File: src/rtl/core/ple_pkg.sv
package ple_pkg;

  localparam int DEF_POOL_DEPTH = 16;
  // Listing stops after this many values
  localparam int MAX_RESULTS    = 16;

  localparam int OP_W     = 3;
  localparam int POS_W    = 5;
  localparam int VAL_W    = 32;
  localparam int STATUS_W = 2;
  localparam int HELD_W   = 5;

  typedef enum logic [OP_W-1:0] {
    OP_LIST      = 3'd0,
    OP_INS_FRONT = 3'd1,
    OP_INS_BACK  = 3'd2,
    OP_INS_AT    = 3'd3,
    OP_DEL_FRONT = 3'd4,
    OP_DEL_BACK  = 3'd5,
    OP_DEL_AT    = 3'd6,
    OP_NOP       = 3'd7
  } op_e;

  typedef enum logic [STATUS_W-1:0] {
    ST_DONE  = 2'd0,
    ST_EMPTY = 2'd1,
    ST_INVAL = 2'd2,
    ST_FULL  = 2'd3
  } status_e;

  typedef enum logic [2:0] {
    S_IDLE,
    S_DECODE,
    S_WALK,
    S_LIST,
    S_INS_LINK,
    S_INS_FIX,
    S_DEL_FIX,
    S_REPLY
  } state_e;

  // controller -> datapath
  typedef struct packed {
    logic    load;        // capture input item
    logic    seek;        // cursor to head, load step count
    logic    step;        // follow one forward link
    logic    latch;       // capture neighbors and free node
    logic    ins_link;    // write new node
    logic    ins_fix;     // patch neighbors, allocate
    logic    del_fix;     // unlink cursor node, release
    logic    set_st;
    status_e st;
    logic    emit_item;   // listing result
    logic    emit_reply;  // single result with stored status
  } cmd_t;

  // datapath -> controller
  typedef struct packed {
    op_e  op;
    logic is_ins;
    logic empty;
    logic full;
    logic ins_pos_ok;
    logic del_pos_ok;
    logic p_one;
    logic steps_zero;
    logic slot_free;
  } sts_t;

endpackage

File: src/rtl/core/ple_ram.sv
module ple_ram #(
  parameter int WIDTH = 32,
  parameter int DEPTH = 16,
  localparam int AW = (DEPTH > 1) ? $clog2(DEPTH) : 1
) (
  input  logic             clk_i,
  input  logic             we_i,
  input  logic [AW-1:0]    waddr_i,
  input  logic [WIDTH-1:0] wdata_i,
  input  logic [AW-1:0]    raddr_i,
  output logic [WIDTH-1:0] rdata_o
);

  logic [WIDTH-1:0] mem_q [DEPTH];

  always_ff @(posedge clk_i) begin
    if (we_i) begin
      mem_q[waddr_i] <= wdata_i;
    end
    rdata_o <= mem_q[raddr_i];
  end

endmodule

File: src/rtl/core/ple_ctrl.sv
module ple_ctrl
  import ple_pkg::*;
(
  input  logic clk_i,
  input  logic rst_ni,
  input  logic in_valid_i,
  output logic in_ready_o,
  input  sts_t sts_i,
  output cmd_t cmd_o
);

  state_e state_q, state_d;

  always_ff @(posedge clk_i or negedge rst_ni) begin
    if (!rst_ni) begin
      state_q <= S_IDLE;
    end else begin
      state_q <= state_d;
    end
  end

  always_comb begin
    state_d    = state_q;
    cmd_o      = '0;
    cmd_o.st   = ST_DONE;
    in_ready_o = 1'b0;
    case (state_q)
      S_IDLE: begin
        in_ready_o = 1'b1;
        if (in_valid_i) begin
          cmd_o.load = 1'b1;
          state_d    = S_DECODE;
        end
      end
      S_DECODE: begin
        cmd_o.set_st = 1'b1;
        case (sts_i.op)
          OP_LIST: begin
            if (sts_i.empty) begin
              cmd_o.st = ST_EMPTY;
              state_d  = S_REPLY;
            end else begin
              cmd_o.seek = 1'b1;
              state_d    = S_LIST;
            end
          end
          OP_INS_FRONT, OP_INS_BACK, OP_INS_AT: begin
            // position is checked before the pool
            if (!sts_i.ins_pos_ok) begin
              cmd_o.st = ST_INVAL;
              state_d  = S_REPLY;
            end else if (sts_i.full) begin
              cmd_o.st = ST_FULL;
              state_d  = S_REPLY;
            end else if (sts_i.p_one) begin
              cmd_o.latch = 1'b1;
              state_d     = S_INS_LINK;
            end else begin
              cmd_o.seek = 1'b1;
              state_d    = S_WALK;
            end
          end
          OP_DEL_FRONT, OP_DEL_BACK: begin
            if (sts_i.empty) begin
              cmd_o.st = ST_EMPTY;
              state_d  = S_REPLY;
            end else begin
              cmd_o.seek = 1'b1;
              state_d    = S_WALK;
            end
          end
          OP_DEL_AT: begin
            if (!sts_i.del_pos_ok) begin
              cmd_o.st = ST_INVAL;
              state_d  = S_REPLY;
            end else begin
              cmd_o.seek = 1'b1;
              state_d    = S_WALK;
            end
          end
          default: begin
            state_d = S_REPLY;
          end
        endcase
      end
      S_WALK: begin
        if (sts_i.steps_zero) begin
          cmd_o.latch = 1'b1;
          state_d     = sts_i.is_ins ? S_INS_LINK : S_DEL_FIX;
        end else begin
          cmd_o.step = 1'b1;
        end
      end
      S_INS_LINK: begin
        cmd_o.ins_link = 1'b1;
        state_d        = S_INS_FIX;
      end
      S_INS_FIX: begin
        cmd_o.ins_fix = 1'b1;
        state_d       = S_REPLY;
      end
      S_DEL_FIX: begin
        cmd_o.del_fix = 1'b1;
        state_d       = S_REPLY;
      end
      S_LIST: begin
        if (sts_i.slot_free) begin
          cmd_o.emit_item = 1'b1;
          if (sts_i.steps_zero) begin
            state_d = S_IDLE;
          end else begin
            cmd_o.step = 1'b1;
          end
        end
      end
      S_REPLY: begin
        if (sts_i.slot_free) begin
          cmd_o.emit_reply = 1'b1;
          state_d          = S_IDLE;
        end
      end
      default: begin
        state_d = S_IDLE;
      end
    endcase
  end

endmodule

File: src/rtl/core/ple_dp.sv
module ple_dp
  import ple_pkg::*;
#(
  parameter int POOL_DEPTH = DEF_POOL_DEPTH
) (
  input  logic                     clk_i,
  input  logic                     rst_ni,
  input  cmd_t                     cmd_i,
  output sts_t                     sts_o,
  input  logic [OP_W-1:0]          operation_i,
  input  logic [POS_W-1:0]         position_i,
  input  logic signed [VAL_W-1:0]  value_i,
  output logic                     out_valid_o,
  input  logic                     out_ready_i,
  output logic [STATUS_W-1:0]      status_o,
  output logic signed [VAL_W-1:0]  item_value_o,
  output logic [HELD_W-1:0]        entries_held_o,
  output logic                     last_result_o
);

  localparam int IDX_W = $clog2(POOL_DEPTH + 1);
  localparam int AW    = (POOL_DEPTH > 1) ? $clog2(POOL_DEPTH) : 1;
  localparam int CNT_W = IDX_W;
  localparam int PW    = (CNT_W + 1 > POS_W) ? CNT_W + 1 : POS_W;
  localparam logic [IDX_W-1:0] NULL_IDX = IDX_W'(POOL_DEPTH);

  // list bookkeeping
  logic [IDX_W-1:0]      head_q;
  logic [CNT_W-1:0]      count_q;
  logic [POOL_DEPTH-1:0] free_q;
  logic                  out_valid_q;

  // per-item working registers
  op_e                   op_q;
  logic [POS_W-1:0]      pos_q;
  logic [VAL_W-1:0]      val_q;
  logic [IDX_W-1:0]      cur_q, cur_d;
  logic [CNT_W-1:0]      steps_q;
  logic [IDX_W-1:0]      before_q, after_q, idx_q;
  status_e               status_q;

  logic [STATUS_W-1:0]   out_status_q;
  logic [VAL_W-1:0]      out_value_q;
  logic [HELD_W-1:0]     out_held_q;
  logic                  out_last_q;

  logic [VAL_W-1:0]      val_rdata;
  logic [IDX_W-1:0]      next_rdata, prev_rdata;

  logic                  nx_we, pv_we;
  logic [IDX_W-1:0]      nx_waddr, pv_waddr, nx_wdata, pv_wdata;

  logic [PW-1:0]         p;
  logic [PW-1:0]         cnt_ext;
  logic                  is_ins;
  logic                  list_cap;
  logic [CNT_W-1:0]      seek_len;
  logic [IDX_W-1:0]      free_idx;
  logic                  slot_free;

  // position the operation refers to
  always_comb begin
    cnt_ext = PW'(count_q);
    case (op_q)
      OP_INS_BACK:          p = cnt_ext + PW'(1);
      OP_INS_AT, OP_DEL_AT: p = PW'(pos_q);
      OP_DEL_BACK:          p = cnt_ext;
      default:              p = PW'(1);
    endcase
  end

  assign is_ins   = (op_q == OP_INS_FRONT) || (op_q == OP_INS_BACK) || (op_q == OP_INS_AT);
  assign list_cap = (32'(count_q) > 32'(MAX_RESULTS));

  // links to follow: listing counts results, insert stops on the node before,
  // delete on the node itself
  always_comb begin
    if (op_q == OP_LIST) begin
      seek_len = list_cap ? CNT_W'(MAX_RESULTS - 1) : count_q - CNT_W'(1);
    end else if (is_ins) begin
      seek_len = CNT_W'(p - PW'(2));
    end else begin
      seek_len = CNT_W'(p - PW'(1));
    end
  end

  // lowest-numbered free node
  always_comb begin
    free_idx = NULL_IDX;
    for (int i = POOL_DEPTH - 1; i >= 0; i--) begin
      if (free_q[i]) begin
        free_idx = IDX_W'(i);
      end
    end
  end

  assign slot_free = !out_valid_q || out_ready_i;

  always_comb begin
    sts_o.op         = op_q;
    sts_o.is_ins     = is_ins;
    sts_o.empty      = (count_q == '0);
    sts_o.full       = ~|free_q;
    sts_o.ins_pos_ok = (p != '0) && (p <= cnt_ext + PW'(1));
    sts_o.del_pos_ok = (p != '0) && (p <= cnt_ext);
    sts_o.p_one      = (p == PW'(1));
    sts_o.steps_zero = (steps_q == '0);
    sts_o.slot_free  = slot_free;
  end

  // the memories read at the cursor's next value, so their registered data
  // matches cur_q
  always_comb begin
    if (cmd_i.seek) begin
      cur_d = head_q;
    end else if (cmd_i.step) begin
      cur_d = next_rdata;
    end else begin
      cur_d = cur_q;
    end
  end

  always_comb begin
    nx_we    = 1'b0;
    nx_waddr = idx_q;
    nx_wdata = after_q;
    pv_we    = 1'b0;
    pv_waddr = idx_q;
    pv_wdata = before_q;
    if (cmd_i.ins_link) begin
      nx_we = 1'b1;
      pv_we = 1'b1;
    end else if (cmd_i.ins_fix) begin
      nx_we    = (before_q != NULL_IDX);
      nx_waddr = before_q;
      nx_wdata = idx_q;
      pv_we    = (after_q != NULL_IDX);
      pv_waddr = after_q;
      pv_wdata = idx_q;
    end else if (cmd_i.del_fix) begin
      nx_we    = (before_q != NULL_IDX);
      nx_waddr = before_q;
      nx_wdata = after_q;
      pv_we    = (after_q != NULL_IDX);
      pv_waddr = after_q;
      pv_wdata = before_q;
    end
  end

  ple_ram #(.WIDTH(VAL_W), .DEPTH(POOL_DEPTH)) u_values (
    .clk_i   (clk_i),
    .we_i    (cmd_i.ins_link),
    .waddr_i (idx_q[AW-1:0]),
    .wdata_i (val_q),
    .raddr_i (cur_d[AW-1:0]),
    .rdata_o (val_rdata)
  );

  ple_ram #(.WIDTH(IDX_W), .DEPTH(POOL_DEPTH)) u_next (
    .clk_i   (clk_i),
    .we_i    (nx_we),
    .waddr_i (nx_waddr[AW-1:0]),
    .wdata_i (nx_wdata),
    .raddr_i (cur_d[AW-1:0]),
    .rdata_o (next_rdata)
  );

  ple_ram #(.WIDTH(IDX_W), .DEPTH(POOL_DEPTH)) u_prev (
    .clk_i   (clk_i),
    .we_i    (pv_we),
    .waddr_i (pv_waddr[AW-1:0]),
    .wdata_i (pv_wdata),
    .raddr_i (cur_d[AW-1:0]),
    .rdata_o (prev_rdata)
  );

  always_ff @(posedge clk_i or negedge rst_ni) begin
    if (!rst_ni) begin
      head_q      <= NULL_IDX;
      count_q     <= '0;
      free_q      <= '1;
      out_valid_q <= 1'b0;
    end else begin
      // head moves together with the count so both agree every cycle
      if (cmd_i.ins_fix && (before_q == NULL_IDX)) begin
        head_q <= idx_q;
      end
      if (cmd_i.del_fix && (before_q == NULL_IDX)) begin
        head_q <= after_q;
      end
      if (cmd_i.ins_fix) begin
        count_q              <= count_q + CNT_W'(1);
        free_q[idx_q[AW-1:0]] <= 1'b0;
      end
      if (cmd_i.del_fix) begin
        count_q              <= count_q - CNT_W'(1);
        free_q[cur_q[AW-1:0]] <= 1'b1;
      end
      out_valid_q <= cmd_i.emit_item || cmd_i.emit_reply || (out_valid_q && !out_ready_i);
    end
  end

  always_ff @(posedge clk_i) begin
    if (cmd_i.load) begin
      op_q  <= op_e'(operation_i);
      pos_q <= position_i;
      val_q <= value_i;
    end
    cur_q <= cur_d;
    if (cmd_i.seek) begin
      steps_q <= seek_len;
    end else if (cmd_i.step) begin
      steps_q <= steps_q - CNT_W'(1);
    end
    if (cmd_i.latch) begin
      idx_q <= free_idx;
      if (is_ins && (p == PW'(1))) begin
        before_q <= NULL_IDX;
        after_q  <= head_q;
      end else if (is_ins) begin
        before_q <= cur_q;
        after_q  <= next_rdata;
      end else begin
        before_q <= prev_rdata;
        after_q  <= next_rdata;
      end
    end
    if (cmd_i.set_st) begin
      status_q <= cmd_i.st;
    end
    if (cmd_i.emit_item) begin
      out_status_q <= ST_DONE;
      out_value_q  <= val_rdata;
      out_held_q   <= HELD_W'(count_q);
      out_last_q   <= (steps_q == '0);
    end else if (cmd_i.emit_reply) begin
      out_status_q <= status_q;
      out_value_q  <= '0;
      out_held_q   <= HELD_W'(count_q);
      out_last_q   <= 1'b1;
    end
  end

  assign out_valid_o    = out_valid_q;
  assign status_o       = out_status_q;
  assign item_value_o   = $signed(out_value_q);
  assign entries_held_o = out_held_q;
  assign last_result_o  = out_last_q;

  a_pool_balance: assert property (@(posedge clk_i) disable iff (!rst_ni)
    $countones(free_q) + int'(count_q) == POOL_DEPTH)
    else $error("free map and entry count disagree");

  a_head_empty: assert property (@(posedge clk_i) disable iff (!rst_ni)
    (count_q == '0) == (head_q == NULL_IDX))
    else $error("head index inconsistent with entry count");

  a_no_overwrite: assert property (@(posedge clk_i) disable iff (!rst_ni)
    (cmd_i.emit_item || cmd_i.emit_reply) |-> slot_free)
    else $error("result register overwritten before taken");

  a_alloc_free: assert property (@(posedge clk_i) disable iff (!rst_ni)
    cmd_i.ins_link |-> free_q[idx_q[AW-1:0]])
    else $error("insert writes a node that is in use");

  a_one_emit: assert property (@(posedge clk_i) disable iff (!rst_ni)
    !(cmd_i.emit_item && cmd_i.emit_reply))
    else $error("two results issued in one cycle");

endmodule

File: src/rtl/core/positional_list_engine.sv
// Doubly linked list of signed 32-bit values in a pool of POOL_DEPTH nodes.
// One item is taken at a time; in_ready_o is high only while the engine is
// idle, but a result may still be waiting in the output register. Node
// values and both link arrays sit in registered-read RAMs, and every walk
// follows one forward link per cycle (a listing walk only while the output
// register is free); a listing sends one result per cycle while out_ready_i
// is high. New values go to the lowest-numbered free node. Listing returns
// at most the first 16 values, with last_result_o on the final one.
module positional_list_engine
  import ple_pkg::*;
#(
  parameter int POOL_DEPTH = DEF_POOL_DEPTH
) (
  input  logic                     clk_i,
  input  logic                     rst_ni,
  input  logic                     in_valid_i,
  output logic                     in_ready_o,
  input  logic [OP_W-1:0]          operation_i,
  input  logic [POS_W-1:0]         position_i,
  input  logic signed [VAL_W-1:0]  value_i,
  output logic                     out_valid_o,
  input  logic                     out_ready_i,
  output logic [STATUS_W-1:0]      status_o,
  output logic signed [VAL_W-1:0]  item_value_o,
  output logic [HELD_W-1:0]        entries_held_o,
  output logic                     last_result_o
);

  cmd_t cmd;
  sts_t sts;

  ple_ctrl u_ctrl (
    .clk_i      (clk_i),
    .rst_ni     (rst_ni),
    .in_valid_i (in_valid_i),
    .in_ready_o (in_ready_o),
    .sts_i      (sts),
    .cmd_o      (cmd)
  );

  ple_dp #(.POOL_DEPTH(POOL_DEPTH)) u_dp (
    .clk_i          (clk_i),
    .rst_ni         (rst_ni),
    .cmd_i          (cmd),
    .sts_o          (sts),
    .operation_i    (operation_i),
    .position_i     (position_i),
    .value_i        (value_i),
    .out_valid_o    (out_valid_o),
    .out_ready_i    (out_ready_i),
    .status_o       (status_o),
    .item_value_o   (item_value_o),
    .entries_held_o (entries_held_o),
    .last_result_o  (last_result_o)
  );

endmodule

File: config.mk
export PLATFORM = sky130hd
export DESIGN_NAME = positional_list_engine
export DESIGN_NICKNAME = d
export VERILOG_FILES = /design/src/rtl/core/ple_pkg.sv /design/src/rtl/core/ple_ram.sv /design/src/rtl/core/ple_ctrl.sv /design/src/rtl/core/ple_dp.sv /design/src/rtl/core/positional_list_engine.sv
export SDC_FILE = /design/constraint.sdc
export NUM_CORES = 1
export LEC_CHECK = 0
export BUFFER_PORTS_ARGS = -buffer_cell sky130_fd_sc_hd__buf_4
export CAP_MARGIN = 20
export CORE_AREA = 2 2 310 312
export CTS_CLUSTER_SIZE = 24
export DETAILED_ROUTE_END_ITERATION = 7
export DIE_AREA = 0 0 312 314
export PLACE_DENSITY = 0.66
export SLEW_MARGIN = 20
export SYNTH_ARGS = -nofsm -noshare
export SYNTH_HDL_FRONTEND = slang
export SYNTH_SLANG_ARGS = --single-unit
export TNS_END_PERCENT = 20
File: constraint.sdc
create_clock -name clk_i -period 4.2 [get_ports clk_i]
set_clock_uncertainty 0.1 [all_clocks]
set_input_delay 0.84 -clock clk_i [delete_from_list [all_inputs] [get_ports clk_i]]
set_output_delay 0.84 -clock clk_i [all_outputs]
set_load 0.03 [all_outputs]
==> out/results.tsv, run 1 <==
metric	value	unit
cp.required	4.65	ns
fin_setup_tns	-5.96	ns
cts_root_buf	clkbuf_16	
setup_viol	42	
yosysSeqAreaShare	68.1	%
die_height	314	µm
ys_async_sr_fraction	3.53	%
synth_enable_flop_cells	773	
htree_levels	3	
grt_max_degree	127	
vdd_drop_max	0.000609	V
status	complete, but fails checks	
drtPass1Iterations	5	
cp_max_fo	6	
crit_end	u_dp.u_values.rdata_o[2]	
routed_wl	98.8	mm
clk_pin_slew_worst_paths	0.06	ns
floorplan.initialDensity	38.8	%
grt_pass1_vias	23400	
yosysUniqueCellTypes	68	
port_buffers	85	
syn_area_per_cell	13.0	µm²
cts_tree	done	
final_max_slew_viol_count	0	
rr_startpoint	u_dp.count_q[0]	
end_kind	flip-flop	
period_needed	4.39	ns
grt_pass1_wl	144	mm
gr-total-overflow	0	
dieArea	98000	µm²
yosys-top-cells-count	edfxtp_1, nand2_1, a21oi_1	
grt_setup_unrepaired	yes	
crit_start	u_dp.count_q[0]	
wl_per_cell	22.3	µm
clock_latency	0.66	ns
r2r-end	u_dp.u_values.rdata_o[2]	
powerDensity	743	nW/µm²
yosysMostFrequentCell	edfxtp_1	
drive_gt1_share	20.8	%
areaGrowthSynthToFinish	22.3	%
coreArea	94400	µm²
leakage	0.0165	µW
io_pins	86	
gp_congestion	0.857	
synth_nets	2881	
synthCells	2819	
fillers	8162	
die_width	312	µm
vias	24200	
crit_type	flip-flop to flip-flop	
drc_errors	0	
diodes	0	
reg2reg_depth	21	
layout.nets	3141	
crit_arrival	4.84	ns
dpl.hpwl	56.3	mm
cap_violations	0	
final_antenna_net_count	0	
finalCoreUtilization	47.4	%
min_path_type	input pin to async pin	
post-route-period-util	105	%
maxSlewHeadroom	23.7	%
clkSinkCount	851	
std_cell_rows	113	
rrSetupSlack	-0.19	ns
hold_ws	0.0354	ns
synthTopCellsByArea	edfxtp_1, mux2i_1, nand2_1, a21oi_1, dfxtp_1	
hold_viol_final	0	
clock.fmax	228	MHz
synth_top_area_cell	edfxtp_1	
cts_buffer_depth	3	
ys_ff_latch	851	
grt_antenna_before_repair	1	
drt-vias-per-instance	5.48	
ys_warn_count	0	
track_usage	19.3	%
syn-cell-area	36600	µm²
tightest_slew	1.14	ns
synth-main-ff-cell	edfxtp_1	
yosys.area.top_type_share	63.4	%
worst_slack	-0.189	ns
failed_checks	setup timing	
drt_iter0_drc	2627	
worst_setup_path_start_kind	flip-flop	
cts_made_buffers	90	
==> cell families after synthesis <==
kind of cell,share of synthesized area (%)
and+or+nand+nor,11.0
AOI/OAI and AO/OA,11.3
adders and majority gates,0.615
xor gates and xnor gates,0.284
buffers and inverters,2.31
DFF,68.1
muxes,6.28
==> through the flow <==
stage	cells	total power, µW	setup WS, ns	area [µm²]
after floorplan	2819	18600	0.00873	36600
after global placement	4197	23100	-0.420	40300
after detailed placement	4197	23300	-0.473	40300
after CTS	4391	32400	-0.203	44000
after global routing	4422	34700	-0.375	44800
final	4422	33300	-0.189	44800
==> power by group <==
part | switching, µW | internal (µW) | total, µW
registers | 621 | 10400 | 11100
clock network | 3420 | 4810 | 8220
logic | 7650 | 6340 | 14000
total | 11700 | 21600 | 33300
==> layer usage <==
| layer | up-vias | wire (µm) | GRT usage [%] |
|---|---|---|---|
| met4 | 0 | 2800 | 6.79 |
| li1 | 11000 | - | - |
| met3 | 179 | 7750 | 3.21 |
| met2 | 1052 | 46500 | 30.8 |
| met1 | 12000 | 41800 | 26.7 |
| met5 | - | 0 | 0 |
==> area by class of cell <==
class | count | area [µm²] | area share (%)
flip-flops and latches | 851 | 25000 | 55.7
multi-input cells | 1774 | 11500 | 25.8
repair buffers | 338 | 3500 | 7.83
clock buffers | 111 | 2450 | 5.48
well taps | 1265 | 1580 | 3.54
clock inverters | 59 | 634 | 1.42
inverters | 24 | 90.1 | 0.201
==> how the worst min path moves through the flow <==
| stage | startpoint | to | cells past startpoint |
|---|---|---|---|
| after detailed placement | u_dp.status_o[1] | u_dp.status_o[1] | 2 |
| after global placement | u_dp.status_o[1] | u_dp.status_o[1] | 2 |
| after floorplan | u_dp.count_q[4] | u_dp.entries_held_o[4] | 0 |
| after global routing | rst_ni | u_dp.head_q[2] | 1 |
| after CTS | rst_ni | u_dp.head_q[0] | 1 |
| final | rst_ni | u_dp.head_q[2] | 1 |
==> cells in the final DEF (no fill, tap or decap), drive strengths merged, types with 11 or more instances in the layout <==
master,n
a21oi,281
and2,39
buf,329
clkbuf,118
clkinv,42
dfrtp,13
dfstp,17
dfxtp,48
edfxtp,773
ha,18
inv,28
mux2i,224
nand2,459
nand2b,139
nand3,20
nor2,83
nor3,26
o2111ai,42
o21ai,73
o21bai,134
o22ai,91
or3,45
xnor2,11
==> worst max-delay path, stage by stage (launching register included) <==
cell	delay, ns
dfrtp_2	0.46
ha_4	0.21
xnor2_4	0.13
a211oi_2	0.27
nor2_2	0.07
inv_2	0.09
ha_4	0.21
a21oi_2	0.11
a21o_1	0.13
a21oi_2	0.08
a311oi_2	0.29
buf_4	0.18
nor4b_4	0.27
buf_4	0.18
nor4b_1	0.04
buf_4	0.19
o221ai_4	0.26
buf_4	0.22
buf_4	0.15
o21bai_1	0.12
o2111ai_1	0.15
or3_1	0.38
==> timing repair <==
action | in CTS | in global routing
hold buffers | 0 | 0
gates resized for setup | 51 | 77
cloned | 5 | 7
buffers inserted | 19 | 25
pin swaps | 20 | 37
setup endpoints to repair | 42 | 42
==> state kept, by name (all words and copies together) (netlist names), 16 cells and up <==
name	flops
u_dp.u_values.mem_q	512
u_dp.u_next.mem_q	80
u_dp.u_prev.mem_q	80
u_dp.item_value_o	32
u_dp.u_values.rdata_o	32
u_dp.val_q	32
u_dp.free_q	16
No activity file was read; power rests on OpenSTA's default activity.
==> run 2: changes to the inputs <==
ABC_AREA = 1   (was not set)
CORE_AREA = 2 2 312 314   (was 2 2 310 312)
DIE_AREA = 0 0 314 316   (was 0 0 312 314)
==> run 2 against run 1 <==
  * Hold slack got worse by 0.0067 ns
  * Critical path depth fell by 3
  * Sequential power barely moved
  * Flip-flop and latch count did not move
  * The run now ends clean
  * Final cell count rose by 15%
  * Total power rose by 2.2%
  * Clock power fell by 5.6%
==> out/results.tsv, run 2 <==
metric	value	unit	change
status	complete, no violations		
clock_latency	0.65	ns	about the same
cts_buffer_depth	3		unchanged
dieArea	99200	µm²	+1.3%
die_width	314	µm	+0.64%
fin_setup_tns	0	ns	+5.96 ns
clkSinkCount	851		unchanged
io_pins	86		unchanged
wl_per_cell	18.9	µm	-16%
synthTopCellsByArea	edfxtp_1, nand3_1, inv_1, nand2_1, dfxtp_1		
hold_buffers	0		unchanged
finalNonFillerCells	5091		+15%
min_path_type	input pin to async pin		
synth-main-ff-cell	edfxtp_1		
dpl.hpwl	54.3	mm	-3.6%
drt_iter0_drc	2544		-3.2%
post-route-period-util	91.6	%	-13 points
die_height	316	µm	+0.64%
synth_top_area_cell	edfxtp_1		
reg2reg_depth	18		-14%
final_cell_mix	nand3_1, inv_1, edfxtp_1		
pre_cts_ws	0.0565	ns	+0.529 ns
cts_root_buf	clkbuf_16		
final_common_cell	nand3_1		
crit_type	flip-flop to flip-flop		
vias	25600		+5.6%
grt_setup_unrepaired	no		
grt_pass1_vias	24500		+4.5%
cts_made_buffers	91		+1.1%
areaGrowthSynthToFinish	15.8	%	
clock.fmax	260	MHz	+14%
yosys.area.top_type_share	62.5	%	-0.89 points
drive_gt1_share	10.1	%	-11 points
tightest_slew	0.990	ns	-0.155 ns
gp_congestion	0.901		+5.1%
worst_slack	0.354	ns	+0.543 ns
layout.nets	3803		+21%
drc_errors	0		unchanged
cp_max_fo	18		+12
grt_pass1_wl	145	mm	+0.76%
vdd_drop_max	0.00132	V	+120%
htree_levels	3		unchanged
end_kind	flip-flop		
routed_wl	96.1	mm	-2.7%
fillers	8730		+7.0%
grt_max_degree	82		-35%
synth_enable_flop_cells	773		unchanged
synth_nets	3687		+28%
grt_antenna_before_repair	0		-1
std_cell_rows	114		+0.88%
drt-vias-per-instance	5.02		-8.3%
largest_register_ffs	512		unchanged
dpl.cell_count	4913		+17%
yosysMostFrequentCell	nand3_1		
powerDensity	791	nW/µm²	+6.4%
r2r-end	u_dp.u_next.rdata_o[2]		
ys_warn_count	0		unchanged
cp.required	4.64	ns	about the same
leakage	0.0182	µW	+10%
rr_startpoint	u_dp.count_q[2]		
final_antenna_net_count	0		unchanged
diodes	0		unchanged
top_register	u_dp.u_values.mem_q		
yosysSeqAreaShare	67.2	%	-0.96 points
period_needed	3.85	ns	-0.543 ns
maxSlewHeadroom	33.9	%	+10 points
floorplan.initialDensity	38.7	%	-0.083 points
syn-cell-area	37100	µm²	+1.4%
reg.largest.list	u_dp.u_values.mem_q x512, u_dp.u_next.mem_q x80, u_dp.u_prev.mem_q x80		
yosys-top-cells-count	nand3_1, inv_1, edfxtp_1		
gr-total-overflow	0		unchanged
ys_ff_latch	851		unchanged
track_usage	19.0	%	-0.24 points
drtPass1Iterations	6		+1
rrSetupSlack	0.35	ns	+0.54 ns
hold_viol_final	0		unchanged
final_max_slew_viol_count	0		unchanged
ys_async_sr_fraction	3.53	%	unchanged
synthCells	3625		+29%
clk_pin_slew_worst_paths	0.07	ns	about the same
setup_viol	0		-100%
yosysUniqueCellTypes	43		-37%
cap_violations	0		unchanged
syn_area_per_cell	10.2	µm²	-21%
port_buffers	85		unchanged
crit_arrival	4.29	ns	-0.55 ns
crit_start	u_dp.count_q[2]		
coreArea	96000	µm²	+1.6%
cts_tree	done		
worst_setup_path_start_kind	flip-flop		
run 2: cell types whose count changed after synthesis, moves of 42 or more:
cell       before  now
o21bai_1      117    1
inv_1          22  781
nand2b_1      139    0
o22ai_1        87    6
a21oi_1       280   16
o2111ai_1      42    0
or3_1          45    0
nand2_1       458  641
mux2i_1       224    0
nand3_1        19  836
nor2_1         81  145
run 2: what timing repair did:
| action | CTS | global route |
|---|---|---|
| buffers inserted | 0 | 7 |
| resized for setup | 0 | 10 |
| setup endpoints to repair | 0 | 43 |
run 2: layout make-up:
class	count	area (µm²)	share of cell area (%)
clock buffer	130	2530	5.90
clock inverter	37	379	0.882
inverter	791	2970	6.91
multi-input combinational	1814	8640	20.1
sequential	851	24900	58.0
tap	1276	1600	3.71
timing repair buffer	192	1930	4.49
run 2: stage by stage:
step	utilization, %	power (µW)	hold slack (ns)	cell area (µm²)
2_1_floorplan	-	20600	0.326	37100
3_3_place_gp	41.5	25600	0.352	39900
3_5_place_dp	41.5	25800	0.352	39900
4_1_cts	44.6	33600	0.0179	42800
5_1_grt	44.8	36100	0.0483	43000
6_report	44.8	34000	0.0287	43000
run 2: report_power, final:
part	internal (µW)	total [µW]	switching [µW]
registers	10600	11200	603
logic	4970	15100	10100
clock network	4430	7760	3330
total	20000	34000	14100
run 2: worst max-delay path, cell delays in order, from the launching register on:
cell	delay, ns
dfrtp_1	0.49
buf_4	0.20
nand3_1	0.11
nand2_1	0.08
nand3_1	0.08
nand3_1	0.19
ha_1	0.39
a21oi_1	0.16
o21a_1	0.13
a2bb2oi_1	0.07
nor2_2	0.15
nand3_1	0.13
nand2_4	0.16
nand2_8	0.14
o21ai_4	0.54
inv_2	0.10
buf_4	0.27
nand3_1	0.17
nand2_1	0.07
run 2: worst max path at each step:
stage                                            to  slack [ns]
after detailed placement     u_dp.u_next.rdata_o[0]        0.06
after global routing         u_dp.u_next.rdata_o[0]       0.005
after global placement       u_dp.u_next.rdata_o[0]        0.15
after floorplan              u_dp.u_prev.rdata_o[1]        0.25
final                        u_dp.u_next.rdata_o[2]        0.35
after CTS                 u_dp.u_values.rdata_o[14]        0.02
run 2: cell families after synthesis:
| kind of cell | Yosys count | synth area share, % |
|---|---|---|
| AOI/OAI and AO/OA | 134 | 1.99 |
| xor gates and xnor gates | 7 | 0.165 |
| adders and majority gates | 18 | 0.607 |
| buffers and inverters | 961 | 10.3 |
| DFF | 851 | 67.2 |
| and+or+nand+nor | 1654 | 19.8 |
run 2: metal layers:
metal	GRT usage (%)	vias up	share of wire, %
met1	25.0	12300	42
met2	31.8	994	47
met4	7.30	0	3.4
met3	3.08	163	7.8
li1	-	12100	-
met5	0	-	0
